<file path="src/rtl/core/assert_macros.svh">
// ----------------------------------------------------------------------------
// Assertion macros
// Shared concurrent assertion forms used by the command queue RTL.
// ----------------------------------------------------------------------------
`ifndef ASSERT_MACROS_SVH
`define ASSERT_MACROS_SVH

// Same-cycle implication, disabled while reset is high.
`define CCF_ASSERT_IMP(label, clk, rst, ante, cons) \
   label: assert property (@(posedge clk) disable iff (rst) (ante) |-> (cons)) \
      else $error("same-cycle implication failed");

// Next-cycle implication, disabled while reset is high.
`define CCF_ASSERT_NEXT(label, clk, rst, ante, cons) \
   label: assert property (@(posedge clk) disable iff (rst) (ante) |=> (cons)) \
      else $error("next-cycle implication failed");

`endif

</file>
<file path="src/rtl/core/ccf_pkg.sv">
// ----------------------------------------------------------------------------
// ccf_pkg
// Types, codes and constants shared by the coalescing command queue.
// ----------------------------------------------------------------------------
package ccf_pkg;

   localparam int DEPTH_DEFAULT      = 16;
   localparam int COORD_BITS_DEFAULT = 32;

   localparam int MODE_W     = 8;
   localparam int EXTRA_W    = 64;
   localparam int CNT_W      = 5;
   localparam int MAXE_W     = 5;
   localparam int TOL_W      = 10;
   localparam int CSR_IDX_W  = 2;
   localparam int CSR_DATA_W = 16;

   localparam logic [MAXE_W-1:0] MAX_ENTRIES_RESET = 5'd16;
   localparam logic [TOL_W-1:0]  MERGE_TOL_RESET   = 10'd10;

   // Configuration register indexes.
   localparam logic [CSR_IDX_W-1:0] CSR_MAX_ENTRIES = 2'd0;
   localparam logic [CSR_IDX_W-1:0] CSR_MERGE_TOL   = 2'd1;

   typedef enum logic [2:0] {
      OP_PUSH   = 3'd0,
      OP_COAL   = 3'd1,
      OP_MANUAL = 3'd2,
      OP_POP    = 3'd3,
      OP_PEEK   = 3'd4,
      OP_CLEAR  = 3'd5,
      OP_PAUSE  = 3'd6
   } opcode_type;

   typedef struct packed {
      logic accept;
      logic check;
      logic commit;
   } ctl_cmd_type;

   typedef struct packed {
      logic rsp_blocked;
   } dp_status_type;

endpackage

</file>
<file path="src/rtl/core/ccf_ctrl.sv">
// ----------------------------------------------------------------------------
// ccf_ctrl
// Sequencer for the command queue: accept, match check, commit.
// ----------------------------------------------------------------------------
module ccf_ctrl (
   input  logic                  clock,
   input  logic                  reset,
   input  logic                  req_valid,
   output logic                  req_stall,
   output ccf_pkg::ctl_cmd_type  cmd,
   input  ccf_pkg::dp_status_type status
);

   typedef enum logic [1:0] {
      ST_IDLE,
      ST_CHECK,
      ST_COMMIT
   } state_type;

   state_type state_ff;

   assign req_stall  = (state_ff != ST_IDLE);
   assign cmd.accept = req_valid && (state_ff == ST_IDLE);
   assign cmd.check  = (state_ff == ST_CHECK);
   assign cmd.commit = (state_ff == ST_COMMIT) && !status.rsp_blocked;

   always_ff @(posedge clock) begin
      if (reset) begin
         state_ff <= ST_IDLE;
      end else begin
         unique case (state_ff)
            ST_IDLE: begin
               if (req_valid) state_ff <= ST_CHECK;
            end
            ST_CHECK: begin
               state_ff <= ST_COMMIT;
            end
            ST_COMMIT: begin
               // Hold until the response register can take the new word.
               if (!status.rsp_blocked) state_ff <= ST_IDLE;
            end
            default: begin
               state_ff <= ST_IDLE;
            end
         endcase
      end
   end

endmodule

</file>
<file path="src/rtl/core/ccf_dp.sv">
// ----------------------------------------------------------------------------
// ccf_dp
// Entry storage, pointers, configuration and response register of the queue.
// ----------------------------------------------------------------------------
module ccf_dp #(
   parameter int DEPTH      = ccf_pkg::DEPTH_DEFAULT,
   parameter int COORD_BITS = ccf_pkg::COORD_BITS_DEFAULT
) (
   input  logic                                 clock,
   input  logic                                 reset,
   input  ccf_pkg::ctl_cmd_type                 cmd,
   output ccf_pkg::dp_status_type               status,
   input  logic [2:0]                           req_opcode,
   input  logic [ccf_pkg::MODE_W-1:0]           req_cmd_mode,
   input  logic signed [COORD_BITS-1:0]         req_target_x,
   input  logic signed [COORD_BITS-1:0]         req_target_y,
   input  logic signed [COORD_BITS-1:0]         req_target_z,
   input  logic [ccf_pkg::EXTRA_W-1:0]          req_extra_payload,
   input  logic                                 req_pause_value,
   input  logic                                 csr_we,
   input  logic [ccf_pkg::CSR_IDX_W-1:0]        csr_index,
   input  logic [ccf_pkg::CSR_DATA_W-1:0]       csr_wdata,
   input  logic                                 rsp_stall,
   output logic                                 rsp_valid,
   output logic                                 rsp_success,
   output logic                                 rsp_dropped_oldest,
   output logic                                 rsp_coalesced,
   output logic [ccf_pkg::MODE_W-1:0]           rsp_out_mode,
   output logic signed [COORD_BITS-1:0]         rsp_out_x,
   output logic signed [COORD_BITS-1:0]         rsp_out_y,
   output logic signed [COORD_BITS-1:0]         rsp_out_z,
   output logic [ccf_pkg::EXTRA_W-1:0]          rsp_out_extra,
   output logic [ccf_pkg::CNT_W-1:0]            rsp_entry_count,
   output logic                                 rsp_paused_now
);

   localparam int IDX_W = (DEPTH > 1) ? $clog2(DEPTH) : 1;
   localparam int CW    = ccf_pkg::CNT_W;
   localparam int MW    = ccf_pkg::MAXE_W;
   localparam int SUM_W = ((IDX_W > CW) ? IDX_W : CW) + 1;
   localparam int CB    = COORD_BITS;
   localparam int CAP_I = (DEPTH > ((1 << MW) - 1)) ? ((1 << MW) - 1) : DEPTH;
   localparam logic [CW-1:0] CNT_CAP = CW'(CAP_I);

   // Entry storage.
   logic [ccf_pkg::MODE_W-1:0]  mode_mem  [DEPTH];
   logic signed [CB-1:0]        x_mem     [DEPTH];
   logic signed [CB-1:0]        y_mem     [DEPTH];
   logic signed [CB-1:0]        z_mem     [DEPTH];
   logic [ccf_pkg::EXTRA_W-1:0] extra_mem [DEPTH];

   // Pointer and flag state.
   logic [IDX_W-1:0] head_ff, head_in;
   logic [CW-1:0]    count_ff, count_in;
   logic             pause_ff, pause_in;

   // Configuration.
   logic [MW-1:0]               max_ff;
   logic [ccf_pkg::TOL_W-1:0]   tol_ff;

   // Captured request.
   ccf_pkg::opcode_type         op_ff;
   logic [ccf_pkg::MODE_W-1:0]  mode_ff;
   logic signed [CB-1:0]        x_ff, y_ff, z_ff;
   logic [ccf_pkg::EXTRA_W-1:0] extra_ff;
   logic                        pval_ff;

   // Registered memory read.
   logic [ccf_pkg::MODE_W-1:0]  rd_mode_ff;
   logic signed [CB-1:0]        rd_x_ff, rd_y_ff, rd_z_ff;
   logic [ccf_pkg::EXTRA_W-1:0] rd_extra_ff;

   logic match_ff;

   // Response register.
   logic                        rsp_valid_ff;
   logic                        succ_ff, drop_ff, coal_ff;
   logic [ccf_pkg::MODE_W-1:0]  omode_ff;
   logic signed [CB-1:0]        ox_ff, oy_ff, oz_ff;
   logic [ccf_pkg::EXTRA_W-1:0] oextra_ff;
   logic [CW-1:0]               ocount_ff;
   logic                        opause_ff;

   logic                        succ_in, drop_in, coal_in, give_in;
   logic                        mem_we;
   logic [IDX_W-1:0]            wr_slot, rd_slot, tail_slot, last_slot, head_inc;
   logic [CW-1:0]               count_m1, lim;
   logic                        full;
   logic signed [CB:0]          dx, dy, tol_p, tol_n;
   logic                        dx_ok, dy_ok;

   function automatic logic [IDX_W-1:0] wrap_slot(input logic [SUM_W-1:0] s);
      logic [SUM_W-1:0] r;
      r = (s >= SUM_W'(DEPTH)) ? (s - SUM_W'(DEPTH)) : s;
      return r[IDX_W-1:0];
   endfunction

   // Slot arithmetic: the count never exceeds DEPTH, so one subtract wraps.
   assign count_m1  = (count_ff == '0) ? '0 : (count_ff - CW'(1));
   assign tail_slot = wrap_slot(SUM_W'(head_ff) + SUM_W'(count_ff));
   assign last_slot = wrap_slot(SUM_W'(head_ff) + SUM_W'(count_m1));
   assign head_inc  = (head_ff == IDX_W'(DEPTH - 1)) ? '0 : (head_ff + IDX_W'(1));
   assign rd_slot   = (ccf_pkg::opcode_type'(req_opcode) == ccf_pkg::OP_COAL) ?
                      last_slot : head_ff;

   // Effective limit: zero acts as one, values above DEPTH act as DEPTH.
   assign lim  = (max_ff == '0) ? CW'(1) : ((CW'(max_ff) > CNT_CAP) ? CNT_CAP : CW'(max_ff));
   assign full = (count_ff >= lim);

   // Horizontal match window: -tol <= d <= tol.
   assign tol_p = $signed({{(CB + 1 - ccf_pkg::TOL_W){1'b0}}, tol_ff});
   assign tol_n = -tol_p;
   assign dx    = $signed({rd_x_ff[CB-1], rd_x_ff}) - $signed({x_ff[CB-1], x_ff});
   assign dy    = $signed({rd_y_ff[CB-1], rd_y_ff}) - $signed({y_ff[CB-1], y_ff});
   assign dx_ok = (dx <= tol_p) && (dx >= tol_n);
   assign dy_ok = (dy <= tol_p) && (dy >= tol_n);

   // Commit decode.
   always_comb begin
      head_in  = head_ff;
      count_in = count_ff;
      pause_in = pause_ff;
      succ_in  = 1'b0;
      drop_in  = 1'b0;
      coal_in  = 1'b0;
      give_in  = 1'b0;
      mem_we   = 1'b0;
      wr_slot  = tail_slot;
      unique case (op_ff) inside
         ccf_pkg::OP_PUSH, ccf_pkg::OP_COAL: begin
            succ_in = 1'b1;
            mem_we  = 1'b1;
            if (op_ff == ccf_pkg::OP_COAL && match_ff) begin
               wr_slot = last_slot;
               coal_in = 1'b1;
            end else if (full) begin
               // Dropping the oldest advances head and keeps the count; the new entry takes the old tail slot.
               head_in = head_inc;
               drop_in = 1'b1;
            end else begin
               count_in = count_ff + CW'(1);
            end
         end
         ccf_pkg::OP_MANUAL: begin
            succ_in  = 1'b1;
            mem_we   = 1'b1;
            wr_slot  = '0;
            head_in  = '0;
            count_in = CW'(1);
         end
         ccf_pkg::OP_POP, ccf_pkg::OP_PEEK: begin
            if (count_ff != '0 && (op_ff == ccf_pkg::OP_PEEK || !pause_ff)) begin
               succ_in = 1'b1;
               give_in = 1'b1;
               if (op_ff == ccf_pkg::OP_POP) begin
                  head_in  = head_inc;
                  count_in = count_ff - CW'(1);
               end
            end
         end
         ccf_pkg::OP_CLEAR: begin
            succ_in  = 1'b1;
            head_in  = '0;
            count_in = '0;
         end
         ccf_pkg::OP_PAUSE: begin
            succ_in  = 1'b1;
            pause_in = pval_ff;
         end
         default: begin
         end
      endcase
   end

   // Storage and read port.
   always_ff @(posedge clock) begin
      if (cmd.commit && mem_we) begin
         mode_mem[wr_slot]  <= mode_ff;
         x_mem[wr_slot]     <= x_ff;
         y_mem[wr_slot]     <= y_ff;
         z_mem[wr_slot]     <= z_ff;
         extra_mem[wr_slot] <= extra_ff;
      end
      if (cmd.accept) begin
         rd_mode_ff  <= mode_mem[rd_slot];
         rd_x_ff     <= x_mem[rd_slot];
         rd_y_ff     <= y_mem[rd_slot];
         rd_z_ff     <= z_mem[rd_slot];
         rd_extra_ff <= extra_mem[rd_slot];
      end
   end

   // Request capture, match result and response payload.
   always_ff @(posedge clock) begin
      if (cmd.accept) begin
         op_ff    <= ccf_pkg::opcode_type'(req_opcode);
         mode_ff  <= req_cmd_mode;
         x_ff     <= req_target_x;
         y_ff     <= req_target_y;
         z_ff     <= req_target_z;
         extra_ff <= req_extra_payload;
         pval_ff  <= req_pause_value;
      end
      if (cmd.check) begin
         match_ff <= (count_ff != '0) && (rd_mode_ff == mode_ff) && dx_ok && dy_ok;
      end
      if (cmd.commit) begin
         succ_ff   <= succ_in;
         drop_ff   <= drop_in;
         coal_ff   <= coal_in;
         omode_ff  <= give_in ? rd_mode_ff : '0;
         ox_ff     <= give_in ? rd_x_ff : '0;
         oy_ff     <= give_in ? rd_y_ff : '0;
         oz_ff     <= give_in ? rd_z_ff : '0;
         oextra_ff <= give_in ? rd_extra_ff : '0;
         ocount_ff <= count_in;
         opause_ff <= pause_in;
      end
   end

   // Control state.
   always_ff @(posedge clock) begin
      if (reset) begin
         head_ff      <= '0;
         count_ff     <= '0;
         pause_ff     <= 1'b0;
         max_ff       <= ccf_pkg::MAX_ENTRIES_RESET;
         tol_ff       <= ccf_pkg::MERGE_TOL_RESET;
         rsp_valid_ff <= 1'b0;
      end else begin
         if (cmd.commit) begin
            head_ff  <= head_in;
            count_ff <= count_in;
            pause_ff <= pause_in;
         end
         if (csr_we) begin
            unique case (csr_index)
               ccf_pkg::CSR_MAX_ENTRIES: max_ff <= csr_wdata[MW-1:0];
               ccf_pkg::CSR_MERGE_TOL:   tol_ff <= csr_wdata[ccf_pkg::TOL_W-1:0];
               default: begin
               end
            endcase
         end
         if (cmd.commit) begin
            rsp_valid_ff <= 1'b1;
         end else if (!rsp_stall) begin
            rsp_valid_ff <= 1'b0;
         end
      end
   end

   assign status.rsp_blocked = rsp_valid_ff && rsp_stall;

   assign rsp_valid          = rsp_valid_ff;
   assign rsp_success        = succ_ff;
   assign rsp_dropped_oldest = drop_ff;
   assign rsp_coalesced      = coal_ff;
   assign rsp_out_mode       = omode_ff;
   assign rsp_out_x          = ox_ff;
   assign rsp_out_y          = oy_ff;
   assign rsp_out_z          = oz_ff;
   assign rsp_out_extra      = oextra_ff;
   assign rsp_entry_count    = ocount_ff;
   assign rsp_paused_now     = opause_ff;

endmodule

</file>
<file path="src/rtl/core/coalescing_command_fifo.sv">
// ----------------------------------------------------------------------------
// coalescing_command_fifo
// Bounded queue of flight-target commands with drop-oldest and tail merge.
// ----------------------------------------------------------------------------
// Usage: each request word carries an opcode (push, coalescing push, manual
// push, pop, peek, clear, set pause) together with a full command. Every
// request produces exactly one response word with status flags, the popped
// or peeked command (zero otherwise), the entry count and the pause flag.
// A request is taken on an edge where req_valid is high and req_stall low;
// a response is taken on an edge where rsp_valid is high and rsp_stall low.
// The entry read happens at accept, the match window is evaluated in the
// next cycle, and the commit loads the response register once it is free.
// One request is in flight at a time, so a new request waits until the last
// one has committed; this is set by the registered read of the entry memory
// and the registered match compare that follows it.
// The response register separates the two sides: a new request is accepted
// while the previous response still waits, and only the commit waits when
// the receiver stalls. Configuration writes on the csr_ channel are always
// ready and must be issued while the queue is idle.
// Reset empties the queue, clears the pause flag and loads max_entries 16
// and merge_tolerance 10; entry storage is not cleared.
// ----------------------------------------------------------------------------
`include "assert_macros.svh"

module coalescing_command_fifo #(
   parameter int DEPTH      = ccf_pkg::DEPTH_DEFAULT,
   parameter int COORD_BITS = ccf_pkg::COORD_BITS_DEFAULT
) (
   input  logic                                 clock,
   input  logic                                 reset,
   // Request channel.
   input  logic                                 req_valid,
   output logic                                 req_stall,
   input  logic [2:0]                           req_opcode,
   input  logic [ccf_pkg::MODE_W-1:0]           req_cmd_mode,
   input  logic signed [COORD_BITS-1:0]         req_target_x,
   input  logic signed [COORD_BITS-1:0]         req_target_y,
   input  logic signed [COORD_BITS-1:0]         req_target_z,
   input  logic [ccf_pkg::EXTRA_W-1:0]          req_extra_payload,
   input  logic                                 req_pause_value,
   // Response channel.
   output logic                                 rsp_valid,
   input  logic                                 rsp_stall,
   output logic                                 rsp_success,
   output logic                                 rsp_dropped_oldest,
   output logic                                 rsp_coalesced,
   output logic [ccf_pkg::MODE_W-1:0]           rsp_out_mode,
   output logic signed [COORD_BITS-1:0]         rsp_out_x,
   output logic signed [COORD_BITS-1:0]         rsp_out_y,
   output logic signed [COORD_BITS-1:0]         rsp_out_z,
   output logic [ccf_pkg::EXTRA_W-1:0]          rsp_out_extra,
   output logic [ccf_pkg::CNT_W-1:0]            rsp_entry_count,
   output logic                                 rsp_paused_now,
   // Configuration write channel.
   input  logic                                 csr_valid,
   output logic                                 csr_ready,
   input  logic [ccf_pkg::CSR_IDX_W-1:0]        csr_index,
   input  logic [ccf_pkg::CSR_DATA_W-1:0]       csr_wdata
);

   localparam int CW    = ccf_pkg::CNT_W;
   localparam int CAP_I = (DEPTH > ((1 << ccf_pkg::MAXE_W) - 1)) ?
                          ((1 << ccf_pkg::MAXE_W) - 1) : DEPTH;
   localparam logic [CW-1:0] CNT_CAP = CW'(CAP_I);

   ccf_pkg::ctl_cmd_type   cmd;
   ccf_pkg::dp_status_type status;
   logic                   csr_we;

   // Configuration registers are plain flops, so a write never waits.
   assign csr_ready = 1'b1;
   assign csr_we    = csr_valid && csr_ready;

   ccf_ctrl u_ctrl (
      .clock     (clock),
      .reset     (reset),
      .req_valid (req_valid),
      .req_stall (req_stall),
      .cmd       (cmd),
      .status    (status)
   );

   ccf_dp #(
      .DEPTH      (DEPTH),
      .COORD_BITS (COORD_BITS)
   ) u_dp (
      .clock              (clock),
      .reset              (reset),
      .cmd                (cmd),
      .status             (status),
      .req_opcode         (req_opcode),
      .req_cmd_mode       (req_cmd_mode),
      .req_target_x       (req_target_x),
      .req_target_y       (req_target_y),
      .req_target_z       (req_target_z),
      .req_extra_payload  (req_extra_payload),
      .req_pause_value    (req_pause_value),
      .csr_we             (csr_we),
      .csr_index          (csr_index),
      .csr_wdata          (csr_wdata),
      .rsp_stall          (rsp_stall),
      .rsp_valid          (rsp_valid),
      .rsp_success        (rsp_success),
      .rsp_dropped_oldest (rsp_dropped_oldest),
      .rsp_coalesced      (rsp_coalesced),
      .rsp_out_mode       (rsp_out_mode),
      .rsp_out_x          (rsp_out_x),
      .rsp_out_y          (rsp_out_y),
      .rsp_out_z          (rsp_out_z),
      .rsp_out_extra      (rsp_out_extra),
      .rsp_entry_count    (rsp_entry_count),
      .rsp_paused_now     (rsp_paused_now)
   );

   // Only one request may be in flight: an accept makes the block busy.
   `CCF_ASSERT_NEXT(a_busy_after_accept, clock, reset, req_valid && !req_stall, req_stall)
   // A push either merges into the newest entry or may drop the oldest, never both.
   `CCF_ASSERT_IMP(a_merge_drop_excl, clock, reset, rsp_valid, !(rsp_coalesced && rsp_dropped_oldest))
   // The queue never holds more than the largest usable limit.
   `CCF_ASSERT_IMP(a_count_cap, clock, reset, rsp_valid, rsp_entry_count <= CNT_CAP)
   // A failed operation returns no command.
   `CCF_ASSERT_IMP(a_fail_no_data, clock, reset, rsp_valid && !rsp_success, (rsp_out_mode == '0) && (rsp_out_extra == '0) && !rsp_coalesced)

endmodule

</file>
<file path="config.mk">
export PLATFORM = sky130hd
export DESIGN_NAME = coalescing_command_fifo
export DESIGN_NICKNAME = d
export VERILOG_FILES = /design/src/rtl/core/ccf_pkg.sv /design/src/rtl/core/ccf_ctrl.sv /design/src/rtl/core/ccf_dp.sv /design/src/rtl/core/coalescing_command_fifo.sv
export VERILOG_INCLUDE_DIRS = /design/src /design/src/rtl/core
export SDC_FILE = /design/constraint.sdc
export NUM_CORES = 2
export LEC_CHECK = 0
export BUFFER_PORTS_ARGS = -buffer_cell sky130_fd_sc_hd__buf_2
export CAP_MARGIN = 20
export CELL_PAD_IN_SITES_DETAIL_PLACEMENT = 1
export CELL_PAD_IN_SITES_GLOBAL_PLACEMENT = 1
export CORE_MARGIN = 3
export CORE_UTILIZATION = 30
export DETAILED_ROUTE_END_ITERATION = 6
export PLACE_DENSITY = 0.55
export SYNTH_ARGS = -nofsm -noshare
export SYNTH_HDL_FRONTEND = slang
export SYNTH_SLANG_ARGS = --single-unit
</file>
<file path="constraint.sdc">
create_clock -name clock -period 22.7 [get_ports clock]
set_input_delay 3.405 -clock clock [delete_from_list [all_inputs] [get_ports clock]]
set_output_delay 3.405 -clock clock [all_outputs]
set_load 0.1 [all_outputs]
</file>
## Word level (Yosys, flattened, before mapping)

Memories as Yosys holds them, arrays and structs flattened. A register that Yosys moved wholly into a read port is not among the register bits.
Cells that the tools add are included.
W data, S select, Z words.

- Register bits: 378
- RAM bits: 2688
- Input bits: 195
- Output and inout port bits: 180
- Memories kept: 5

- $add $sub $neg: 10
- $lt $le $gt $ge: 8
- Equality and inequality tests: 19
- Multiplexer cells: 33
- Bitwise operators: 1
- Reductions and logical operators: 32

Memory list:

| name | words | width | read ports | clocked after Yosys merged registers in | write ports | line | text |
|---|---|---|---|---|---|---|---|
| u_dp.extra_mem | 16 | 64 | 1 | 1 | 1 | ccf_dp.sv:50 | `logic [ccf_pkg::EXTRA_W-1:0] extra_mem [DEPTH];` |
| u_dp.x_mem | 16 | 32 | 1 | 1 | 1 | ccf_dp.sv:47 | `logic signed [CB-1:0] x_mem [DEPTH];` |
| u_dp.y_mem | 16 | 32 | 1 | 1 | 1 | ccf_dp.sv:48 | `logic signed [CB-1:0] y_mem [DEPTH];` |
| u_dp.z_mem | 16 | 32 | 1 | 1 | 1 | ccf_dp.sv:49 | `logic signed [CB-1:0] z_mem [DEPTH];` |
| u_dp.mode_mem | 16 | 8 | 1 | 1 | 1 | ccf_dp.sv:46 | `logic [ccf_pkg::MODE_W-1:0] mode_mem [DEPTH];` |

Operators with widths:

| kind | number |
|---|---|
| $ge A33 B33 Y1 | 2 |
| $le A33 B11 Y1 | 2 |
| $sub A32 B32 Y33 | 2 |
| $mux W4 | 9 |
| $mux W5 | 7 |
| $neg A10 Y33 | 1 |
| $pmux W5 S4 | 1 |
| $add A4 B5 Y6 | 2 |
| $ge A6 B5 Y1 const B | 2 |
| $pmux W4 S3 | 1 |
| $logic_and A1 B1 Y1 | 11 |
| $logic_not A5 Y1 | 2 |
| $mux W1 | 10 |
| $eq A3 B3 Y1 const B | 3 |
| $eq A8 B8 Y1 | 1 |
| $ne A2 B1 Y1 const B | 4 |
| $pmux W4 S2 | 1 |
| $reduce_or A2 Y1 | 4 |
| $sub A4 B1 Y4 const B | 2 |
| $eq A3 B1 Y1 const B | 2 |
| $eq A3 B2 Y1 const B | 2 |
| $ne A2 B2 Y1 const B | 3 |
| $pmux W2 S3 | 1 |
| $reduce_and A2 Y1 | 3 |
| other kinds (21) | 25 |

## Logic depth before layout (Yosys ltp)

- Word-level depth: 7
- Depth in mapped cells: 24
- Gate-level depth less buffers: 23

## Cells and area by module

From an unflattened synthesis, not the netlist that was laid out.

- Cell total of the unflattened synthesis: 9795
- Area, all modules: 129545.5 um^2

By module, submodules not included:

| module | times used | cells each | area each (um^2) |
|---|---|---|---|
| ccf_dp | 1 | 9783 | 129436.6 |
| ccf_ctrl | 1 | 10 | 97.6 |
| coalescing_command_fifo | 1 | 2 | 11.3 |

## Worst setup path after synthesis

Ideal clock, no wire load.

- Path type: input port to flip-flop
- Start point: input rsp_stall
- End point: memory u_dp.extra_mem[15][0] (netlist name), enable pin
- Setup time: 0.698 ns
- Arrival: 20.809 ns
- Required time: 22.002 ns
- Path slack: 1.193 ns
- Stages on the path: 5
- Cell sequence: a21oi_1 -> nand3_1 -> nor2_1 -> nand2b_1 -> nor2_1

- Longest elaborated chain between the ends: 6

RTL lines:

| element | line | text |
|---|---|---|
| from (decl) | coalescing_command_fifo.sv:43 | `input logic rsp_stall,` |
| $logic_and A1 B1 Y1 | ccf_dp.sv:252 | `assign status.rsp_blocked = rsp_valid_ff && rsp_stall;` |
| $logic_not A1 Y1 | ccf_ctrl.sv:25 | `assign cmd.commit = (state_ff == ST_COMMIT) && !status.rsp_blocked;` |
| $logic_and A1 B1 Y1 | ccf_ctrl.sv:25 |  |
| $logic_and A1 B1 Y1 | ccf_dp.sv:177 | `if (cmd.commit && mem_we) begin` |
| $mux W1 | ccf_dp.sv:177 |  |
| $mux W1 (not written as such) | ccf_dp.sv:182 | `extra_mem[wr_slot] <= extra_ff;` |
| to (decl) | ccf_dp.sv:50 |  |

No other way between the ends.

## Final worst setup path

- Start point: input req_opcode[0]
- End point: register u_dp.rd_z_ff[15], read port of u_dp.z_mem (data pin)

- Longest elaborated chain between the ends: 2

RTL lines:

| element | line | text |
|---|---|---|
| from (decl) | coalescing_command_fifo.sv:34 | `input logic [2:0] req_opcode,` |
| $eq A3 B1 Y1 | ccf_dp.sv:103 | `assign rd_slot = (ccf_pkg::opcode_type'(req_opcode) == ccf_pkg::OP_COAL) ?` |
| $mux W4 | ccf_dp.sv:103 |  |
| to (decl) | ccf_dp.sv:70 | `logic signed [CB-1:0] rd_x_ff, rd_y_ff, rd_z_ff;` |

No other way between the ends.
A chain may end at the register's enable or synchronous reset.

==> results.tsv <==
metric	value	unit
status	complete, no violations	
yosys.area.top_type	edfxtp_1	
post-dp-hpwl	219000	um
min_from	u_dp.max_ff[0]$_SDFFE_PP0P_	
synthArstFlopShare	0	%
grt_pass1_vias	85500	
stdcell_count	15900	
synth_compound_area_share	6.19	%
powerDensity	88.5	mW/mm^2
synth-seq-cells	3234	
synth_xor_area_share	0.514	%
drive_above_1_share	10.4	%
ir_drop	0.0000651	V
drcViolationCount	0	
critPathKind	in2reg	
post-route-min-period	8570	ps
cp_max_fo	204	
worst_slew_pin_slew	1140	ps
grt_max_degree	205	
start_util	30.2	%
place_congestion	0.799	
cts.repair.resized	0	
cts.hold.buffers_added	0	
final_cell_area	0.150	sq mm
ant_nets	0	
insertion_delay	970	ps
dr_total_vias	81300	
synth_simple_gate_area_share	14.6	%
p_leak	50.9	nW
via_per_inst	5.11	
cpMaxStageDelayCell	buf_12	
fin_skew	75.6	ps
report.final.slew_viol_count	0	
worst_setup_path_end_kind	flop	
cts_setup_buffers	0	
synth_cell_types	75	
hold_path_depth	2	
r2r_setup_slack	14850	ps
die_w	663	um
r2r_cells	19	
grt_pass1_wl	593000	um
grt_remaining_overflow	0	
seq_area_frac_synth	74.8	%
worstPathRequired	23460	ps
synth_ff_type	edfxtp_1	
relSlewSlack	23.7	%
clockBufferDepth	4	
netlist_area	0.129	sq mm
synthMuxAreaShare	0.196	%
numCtsBuffers	373	
post_drt_wl_per_cell	25.7	um
max_freq	117	MHz
synth_edf_count	3206	
cts_tree	yes	
rows	240	
synthAdderAreaFrac	1.64	%
hold_path_class	reg2reg	
drv_cap	0	
synth_top_family_by_area	simple AND/OR/NAND/NOR gates	
crit_buf_inv	7	
root_buffer	clkbuf_16	
syn_nets	10000	
cp-start-kind	primary input	
syn_inst	9646	
r2r-end	u_dp.rd_z_ff[15]$_DFFE_PP_	
nNetsFinal	10300	
worstPathArrival	9330	ps
rsz0062_at_grt	no	
whs_endpoint	u_dp.max_ff[0]$_SDFFE_PP0P_	
dp.cells	15300	
yosysWarnings	0	
path_clk_slew	60	ps
dr.pass1.iters	7	
grt.total_usage	18.0	%
portBuffers	367	
avgSynthCellArea	13.4	sq um
placed_area	0.138	sq mm
final_core_util	34.9	%
die_y	663	um
areaGrowthSynthToFinish	15.5	%
hold_viol	0	
setup_viol	0	
coreArea	0.429	sq mm
cpPeakStageDelay	670	ps
crit_family	buffers and inverters	
synth_top_cell_area_share	74.4	%
drtIter0Drc	5963	
ios	375	
htree_num_levels	5	
synthTopCellsByArea	edfxtp_1, nand2_1, a311oi_1	
cp_cell_sequence	buf_2, nor3b_2, buf_4, nor2_1, a21o_4, buf_12, buf_4, buf_12, buf_4, buf_12, nand2_1, and3_1, a311oi_1, a31oi_1, a21oi_1	
dieArea	0.439	sq mm
r2r-start	u_dp.count_ff[0]$_SDFFE_PP0P_	
wirelength	409000	um
antenna_found_initial	42	
post-route-period-util	37.8	%
hold-worst-slack	508	ps
cts_sinks	3234	
tns	0	ps
where the power goes:
group | internal [mW] | leakage (nW) | switching, mW | total (mW)
Combinational | 0.199 | 16.1 | 0.491 | 0.691
Clock | 3.33 | 5.67 | 2.45 | 5.78
Sequential | 6.65 | 29.1 | 0.114 | 6.77
Total | 10.2 | 50.9 | 3.06 | 13.2
routing by layer:
| metal | global-route usage, % | up-vias | share of wire, % |
|---|---|---|---|
| li1 | - | 36300 | - |
| met1 | 24.2 | 42700 | 45 |
| met2 | 30.8 | 1787 | 49 |
| met3 | 1.96 | 565 | 3.9 |
| met4 | 5.13 | 4 | 2.8 |
| met5 | 0 | - | 0.0068 |
cells in the mapped netlist, types with 11 or more instances:
library cell / instances
nor2b_1: 20
xor2_1: 23
buf_1: 22
nor3_1: 37
nand3_1: 812
nor2_1: 117
a211oi_1: 11
a31oi_1: 180
and2_1: 175
mux2i_1: 22
a21oi_1: 227
nand2_1: 2763
and3_1: 316
xnor2_1: 53
o211ai_1: 14
dfxtp_1: 28
ha_1: 163
clkbuf_1: 574
o21ai_0: 55
a311oi_1: 475
a21o_1: 54
inv_1: 114
nand2b_1: 23
nand4_1: 29
edfxtp_1: 3206
final cells by class:
class | instances | area [sq um]
clock buffer | 474 | 9820
sequential | 3234 | 96800
multi-input combinational | 5693 | 30200
inverter | 115 | 432
fill | 44900 | 279000
tap | 5687 | 7120
antenna | 9 | 22.5
clock inverter | 195 | 1840
timing repair buffer | 525 | 3330
worst register-to-register path, delay by kind of cell, from the launching register on:
kind / cells / cell delay, ps
compound gates: 4 / 1230
fa+ha+maj: 3 / 780
buf+inv: 7 / 3710
flops: 1 / 430
simple gates: 5 / 1580
through the flow:
stage               setup slack, ps  power [mW]
global route                  13720        13.7
floorplan                      1190        7.33
CTS                           14120        13.4
finish                        14130        13.2
detailed placement            13070        7.59
global placement              13240        7.57
cell families after synthesis:
| logic type | count (synthesis) |
|---|---|
| AOI/OAI and AO/OA | 1097 |
| DFF | 3234 |
| other | 1 |
| muxes | 25 |
| adders and majority gates | 167 |
| xor gates and xnor gates | 76 |
| and+or+nand+nor | 4327 |
| buffers and inverters | 719 |
how the worst max path moves through the flow:
| stage | startpoint | endpoint | slack (ps) | cells past startpoint |
|---|---|---|---|---|
| 6_report | req_opcode[0] | u_dp.rd_z_ff[15]$_DFFE_PP_ | 14130 | 15 |
| 5_1_grt | req_opcode[0] | u_dp.rd_extra_ff[48]$_DFFE_PP_ | 13720 | 15 |
| 4_1_cts | req_opcode[0] | u_dp.rd_extra_ff[48]$_DFFE_PP_ | 14120 | 15 |
| 3_5_place_dp | req_opcode[0] | u_dp.rd_extra_ff[48]$_DFFE_PP_ | 13070 | 15 |
| 3_3_place_gp | req_opcode[0] | u_dp.rd_extra_ff[48]$_DFFE_PP_ | 13240 | 15 |
| 2_1_floorplan | rsp_stall | u_dp.extra_mem[15][0]$_DFFE_PP_ | 1190 | 5 |
sequential cells by signal, indices dropped and copies added (netlist names), 64 cells and up:
register / flops
u_dp.y_mem: 512
u_dp.extra_mem: 1024
u_dp.z_mem: 512
u_dp.mode_mem: 128
u_dp.rd_extra_ff: 64
u_dp.extra_ff: 64
u_dp.rsp_out_extra: 64
u_dp.x_mem: 512
placed cells by master (no fill, tap or decap), types with 114 or more instances in the layout:
cell type     n
ha_1        163
a31oi_1     180
edfxtp_1   3206
buf_2       367
a21oi_1     224
nand2_1    2763
and2_1      175
a311oi_1    475
buf_4       134
and3_1      316
clkbuf_16   377
inv_1       114
nand3_1     812
No activity file was read; power rests on OpenSTA's default activity.
